===== config.mk =====
export PLATFORM = sky130hd
export DESIGN_NAME = bts_coord
export DESIGN_NICKNAME = d
export VERILOG_FILES = /design/src/rtl/bts_pkg.sv /design/src/rtl/bts_coord.sv
export SDC_FILE = /design/constraint.sdc
export NUM_CORES = 1
export LEC_CHECK = 0
export BUFFER_PORTS_ARGS = -buffer_cell sky130_fd_sc_hd__buf_4
export CELL_PAD_IN_SITES_DETAIL_PLACEMENT = 0
export CELL_PAD_IN_SITES_GLOBAL_PLACEMENT = 2
export CORE_ASPECT_RATIO = 1.25
export CORE_UTILIZATION = 25
export DETAILED_ROUTE_END_ITERATION = 10
export HOLD_SLACK_MARGIN = 0.12
export PLACE_DENSITY = 0.65
export SETUP_SLACK_MARGIN = 0.15
export SYNTH_ARGS = -nofsm -noshare
export SYNTH_HDL_FRONTEND = slang
export SYNTH_SLANG_ARGS = --single-unit

===== constraint.sdc =====
create_clock -name clk -period 6.77 [get_ports clk]
set_clock_uncertainty 0.15 [all_clocks]
set_input_delay 0.677 -clock clk [delete_from_list [all_inputs] [get_ports clk]]
set_output_delay 0.677 -clock clk [all_outputs]
set_load 0.005 [all_outputs]

===== src/rtl/bts_pkg.sv =====
// Shared constants, types and the lerp helper for the bilinear texture sampler.
// Used by every module of the block except bts_ram; depends on nothing.
`timescale 1ns / 1ps
package bts_pkg;

	localparam int COLS_LOG2  = 8;
	localparam int ROWS_LOG2  = 8;
	localparam int FRAC_BITS  = 16;
	localparam int DIM_W      = 9;
	localparam int BANK_AW    = (COLS_LOG2 - 1) + (ROWS_LOG2 - 1);
	localparam int TEXEL_W    = 24;
	localparam int S_DATA_W   = 104;
	localparam int M_DATA_W   = 24;
	localparam int CFG_IDX_W  = 2;

	localparam logic [CFG_IDX_W-1:0] REG_TEX_WIDTH  = 2'd0;
	localparam logic [CFG_IDX_W-1:0] REG_TEX_HEIGHT = 2'd1;

	localparam logic OP_WRITE  = 1'b0;
	localparam logic OP_SAMPLE = 1'b1;

	localparam logic [TEXEL_W-1:0] MAGENTA = 24'hFF00FF;

	typedef struct packed {
		logic [COLS_LOG2-1:0] x0;
		logic [COLS_LOG2-1:0] x1;
		logic [ROWS_LOG2-1:0] y0;
		logic [ROWS_LOG2-1:0] y1;
		logic [FRAC_BITS-1:0] tx;
		logic [FRAC_BITS-1:0] ty;
		logic                 empty;
	} coord_t;

	function automatic logic [7:0] lerp8(input logic [7:0] a, input logic [7:0] b,
			input logic [FRAC_BITS-1:0] t);
		logic [FRAC_BITS:0]   one_minus;
		logic [FRAC_BITS+8:0] acc;
		one_minus = (FRAC_BITS+1)'(1) << FRAC_BITS;
		one_minus = one_minus - {1'b0, t};
		acc = (FRAC_BITS+9)'(a) * (FRAC_BITS+9)'(one_minus) + (FRAC_BITS+9)'(b) * (FRAC_BITS+9)'(t);
		return acc[FRAC_BITS +: 8];
	endfunction

	function automatic logic [TEXEL_W-1:0] lerp_texel(input logic [TEXEL_W-1:0] p,
			input logic [TEXEL_W-1:0] q, input logic [FRAC_BITS-1:0] t);
		return {lerp8(p[23:16], q[23:16], t), lerp8(p[15:8], q[15:8], t),
			lerp8(p[7:0], q[7:0], t)};
	endfunction

endpackage


===== src/rtl/bts_coord.sv =====
// Coordinate stage: scales the wrapped u and v by size-1, yields indices and weights.
// Depends on bts_pkg.
`timescale 1ns / 1ps
module bts_coord import bts_pkg::*; (
	input  logic                 clk,
	input  logic                 en,
	input  logic [FRAC_BITS-1:0] frac_u,
	input  logic [FRAC_BITS-1:0] frac_v,
	input  logic [DIM_W-1:0]     tex_width,
	input  logic [DIM_W-1:0]     tex_height,
	output coord_t               coord_s2
);

	localparam logic [DIM_W-1:0] MAX_COLS = DIM_W'(1) << COLS_LOG2;
	localparam logic [DIM_W-1:0] MAX_ROWS = DIM_W'(1) << ROWS_LOG2;

	logic [DIM_W-1:0]               w_sat, h_sat;
	logic [COLS_LOG2-1:0]           wm1;
	logic [ROWS_LOG2-1:0]           hm1;
	logic [FRAC_BITS+COLS_LOG2-1:0] scaled_u;
	logic [FRAC_BITS+ROWS_LOG2-1:0] scaled_v;
	coord_t                         c;

	always_comb begin
		w_sat = (tex_width > MAX_COLS) ? MAX_COLS : tex_width;
		h_sat = (tex_height > MAX_ROWS) ? MAX_ROWS : tex_height;
		wm1 = COLS_LOG2'(w_sat - DIM_W'(1));
		hm1 = ROWS_LOG2'(h_sat - DIM_W'(1));
		scaled_u = (FRAC_BITS+COLS_LOG2)'(frac_u) * (FRAC_BITS+COLS_LOG2)'(wm1);
		scaled_v = (FRAC_BITS+ROWS_LOG2)'(frac_v) * (FRAC_BITS+ROWS_LOG2)'(hm1);
		c.x0 = scaled_u[FRAC_BITS +: COLS_LOG2];
		c.y0 = scaled_v[FRAC_BITS +: ROWS_LOG2];
		c.tx = scaled_u[FRAC_BITS-1:0];
		c.ty = scaled_v[FRAC_BITS-1:0];
		c.x1 = (w_sat == DIM_W'(1)) ? c.x0 : c.x0 + COLS_LOG2'(1);
		c.y1 = (h_sat == DIM_W'(1)) ? c.y0 : c.y0 + ROWS_LOG2'(1);
		c.empty = (w_sat == '0) || (h_sat == '0);
	end

	always_ff @(posedge clk) begin
		if (en) begin
			coord_s2 <= c;
		end
	end

endmodule


==> results by group <==
Layout
  • P&R area growth vs syn: 20.9%
  • # diodes: 0
  • Final nets: 1594
  • Number of flip-flops in the largest register: 65
  • Commonest non-fill, non-tap cells in the layout: inv_1, fa_1, buf_4
  • Most common cell after layout, fill and taps aside: inv_1
  • Share of cells above drive strength 1: around 17%
  • Fill count: approximately 4600
  • Largest register by flop count: coord_s2
  • Post-layout util: between 30% and 40%
  • Regs by FF count: coord_s2: 65 flops
  • Fin cells: between 1500 and 2000

Timing
  • Max-slew headroom at the worst pin: 41.5%
  • Hold Violations, Final: 0
  • Pins Over Slew Limit: 0
  • Fmax: approximately 0.16 GHz
  • Slew @ Worst Pin: roughly 0.87 ns
  • RSZ-0062 raised after global routing: no
  • Setup Viol. Count Final: 0
  • Period utilization: between 90 and 100%
  • Final setup TNS: 0 ns
  • Setup ws final: 0.500 ns
  • Min Tclk post-route: 6.27 ns

Synthesis
  • Syn Nets: roughly 1400
  • Synthesized area: between 0.01 and 0.015 mm²
  • Mean Syn Cell Area: slightly below 10 µm²
  • Yosys warning count: 0
  • Sequential fraction of the synthesis area: between 10% and 20%
  • Synth Flop Type: edfxtp_1
  • Gate Count Post-Synth: approximately 1100
  • Post-synthesis cell type count: between 60 and 70
  • Ys async rst share: 0%
  • Yosys reg bits: 65
  • EDFF count, synth: 65

Place
  • Pre-CTS setup slack: 0.00270 ns
  • IO buf count: approximately 120
  • Gpl congestion: 0.833
  • DP HPWL: 25600 µm
  • Placed Instances: ~1800

Worst setup path
  • WP data arrival: approximately 6.2 ns
  • Crit path required time: between 6 and 7 ns
  • Crit path max-delay family: adder cells
  • Worst-path cell chain: buf_4 -> inv_1 -> nand2_1 -> ha_2 -> nand3b_1 -> a32o_1 -> buf_4 -> and2_1 -> fa_1 -> inv_1 -> fa_1 -> fa_1 -> inv_1 -> fa_1 -> ha_1 -> a21oi_2 -> nand2_1 -> a221oi_4 -> a21oi_1 -> o41a_4 -> xor2_2 -> nand4bb_1 -> xnor2_1
  • CP max-delay cell: fa_1
  • Largest fanout on the critical path: 9
  • Crit-path most repeated cell: fa_1
  • Setup Crit Path Kind: primary input to flop
  • Critical Path End Type: flop
  • Buffer and inverter count on the worst path: 5
  • Worst path max stage delay: 0.51 ns
  • Startpoint Class: primary input

Clock network
  • Max clock buf depth: 2
  • Post-CTS Hold Buffers: 0
  • Clock Root Buffer: clkbuf_16
  • Clock transition at path regs: 0.07 ns
  • CTS tree: built
  • CTS H-Tree Depth: 3
  • Num Clock Sinks: 65
  • Setup Buffers After CTS: 0
  • Num CTS Buffers: 9

Global route
  • Initial antenna violation count: 0
  • Largest net degree at the start of global routing: 58
  • Vias in the first global route: between 9000 and 10000
  • Gr usage total: between 10 and 15%
  • Congestion Overflow GR: 0
  • First-pass GRT wire length: a little under 50000 µm

Routing
  • Final wirelength: roughly 30000 µm
  • Final ANT Viol Nets: 0
  • 1st-pass router iterations: 4
  • Wire per inst: 16.5 µm
  • Vias: 8174
  • Vias/cell: approximately 4.4
  • DR iter-0 viols: 261
  • DRC Markers: 0

Worst hold path
  • Hold path startpoint: en
  • Worst hold path class: primary input to flop
  • Hold path depth: 1
  • Hold EP: coord_s2[3]$_DFFE_PP_

Floorplan
  • Die width: ~190 µm
  • Die footprint: 0.0448 mm²
  • Initial core utilization: 25.4%
  • Die height: 236 µm
  • Row count: 85
  • I/O pin count: around 120
  • Core region area: about 0.043 mm²

Run status
  • Status: finished clean

Job
  • MaxCap Viol Count: 0
## worst max-delay path by stage
stage / cells past startpoint / slack, ns / from / to
final: 23 / 0.50 / tex_width[8] / coord_s2[56]$_DFFE_PP_
after detailed placement: 24 / 0.003 / tex_height[8] / coord_s2[40]$_DFFE_PP_
after CTS: 24 / 0.37 / tex_width[5] / coord_s2[56]$_DFFE_PP_
after global routing: 27 / 0.18 / tex_width[2] / coord_s2[53]$_DFFE_PP_
after global placement: 25 / 0.01 / tex_width[2] / coord_s2[56]$_DFFE_PP_
after floorplan: 27 / 0.15 / tex_height[8] / coord_s2[39]$_DFFE_PP_
## per-layer routing
| metal | global-route usage (%) | share of wire, % | vias up | wire length (µm) |
|---|---|---|---|---|
| met5 | 0 | 0 | - | 0 |
| met4 | 4.77 | 1.8 | 0 | 564 |
| met3 | 1.83 | 2.8 | 34 | 858 |
| met2 | 27.3 | 55 | 137 | 16900 |
| met1 | 16.4 | 40 | 4106 | 12100 |
| li1 | - | - | 3897 | - |
## synthesized netlist by cell type (3+ instances only)
cell type / instances / area share, %
nor3_1: 10 / 0.46
xnor2_1: 28 / 2.2
inv_1: 184 / 6.3
nand3_1: 20 / 0.91
a211oi_1: 4 / 0.27
xor2_1: 19 / 1.5
o21ai_1: 3 / 0.14
a21oi_1: 40 / 1.8
nor2b_1: 110 / 6.3
a21o_1: 13 / 0.89
or2_2: 4 / 0.23
a31oi_1: 4 / 0.23
o221ai_1: 3 / 0.24
o21a_1: 7 / 0.48
o211ai_1: 4 / 0.27
and4_1: 3 / 0.24
nand2_1: 70 / 2.4
or3_1: 5 / 0.28
o21ai_0: 18 / 0.82
and3_1: 9 / 0.51
clkbuf_1: 20 / 0.68
a32o_1: 3 / 0.27
fa_1: 168 / 31
ha_1: 96 / 11
nor2_1: 33 / 1.1
nand4_1: 5 / 0.28
and2_1: 78 / 4.4
nand2b_1: 49 / 2.8
edfxtp_1: 65 / 18
## per-stage QoR
stage / hold WS, ns / cell area, µm²
after global placement: 0.838 / 12900
final: 0.451 / 13300
after detailed placement: 0.840 / 12900
after floorplan: 0.639 / 11000
after CTS: 0.425 / 13200
after global routing: 0.449 / 13300
## logic make-up after synthesis
family	after synthesis	synth area share (%)
AOI/OAI and AO/OA	122	7.99
xor gates and xnor gates	50	4.19
muxes	2	0.205
and+or+nand+nor	410	21.2
DFF	65	17.8
buffers and inverters	207	7.11
adders and majority gates	264	41.5
## what timing repair did
item / in CTS / in global routing
setup endpoints to repair: 0 / 10
resized for setup: 0 / 7
endpoints found under the hold margin: 0 / 0
## layout make-up
cell class	instances	area (µm²)	share of cell area [%]
Clock inverter	7	77.6	0.584
Multi-Input combinational cell	848	8320	62.6
Inverter	184	691	5.20
Sequential cell	65	1950	14.7
Clock buffer	9	225	1.70
Tap cell	565	707	5.32
Timing Repair Buffer	170	1310	9.89
Power is not shown: default switching activity piles up to over one toggle a cycle in this logic, so the estimate is an artifact.
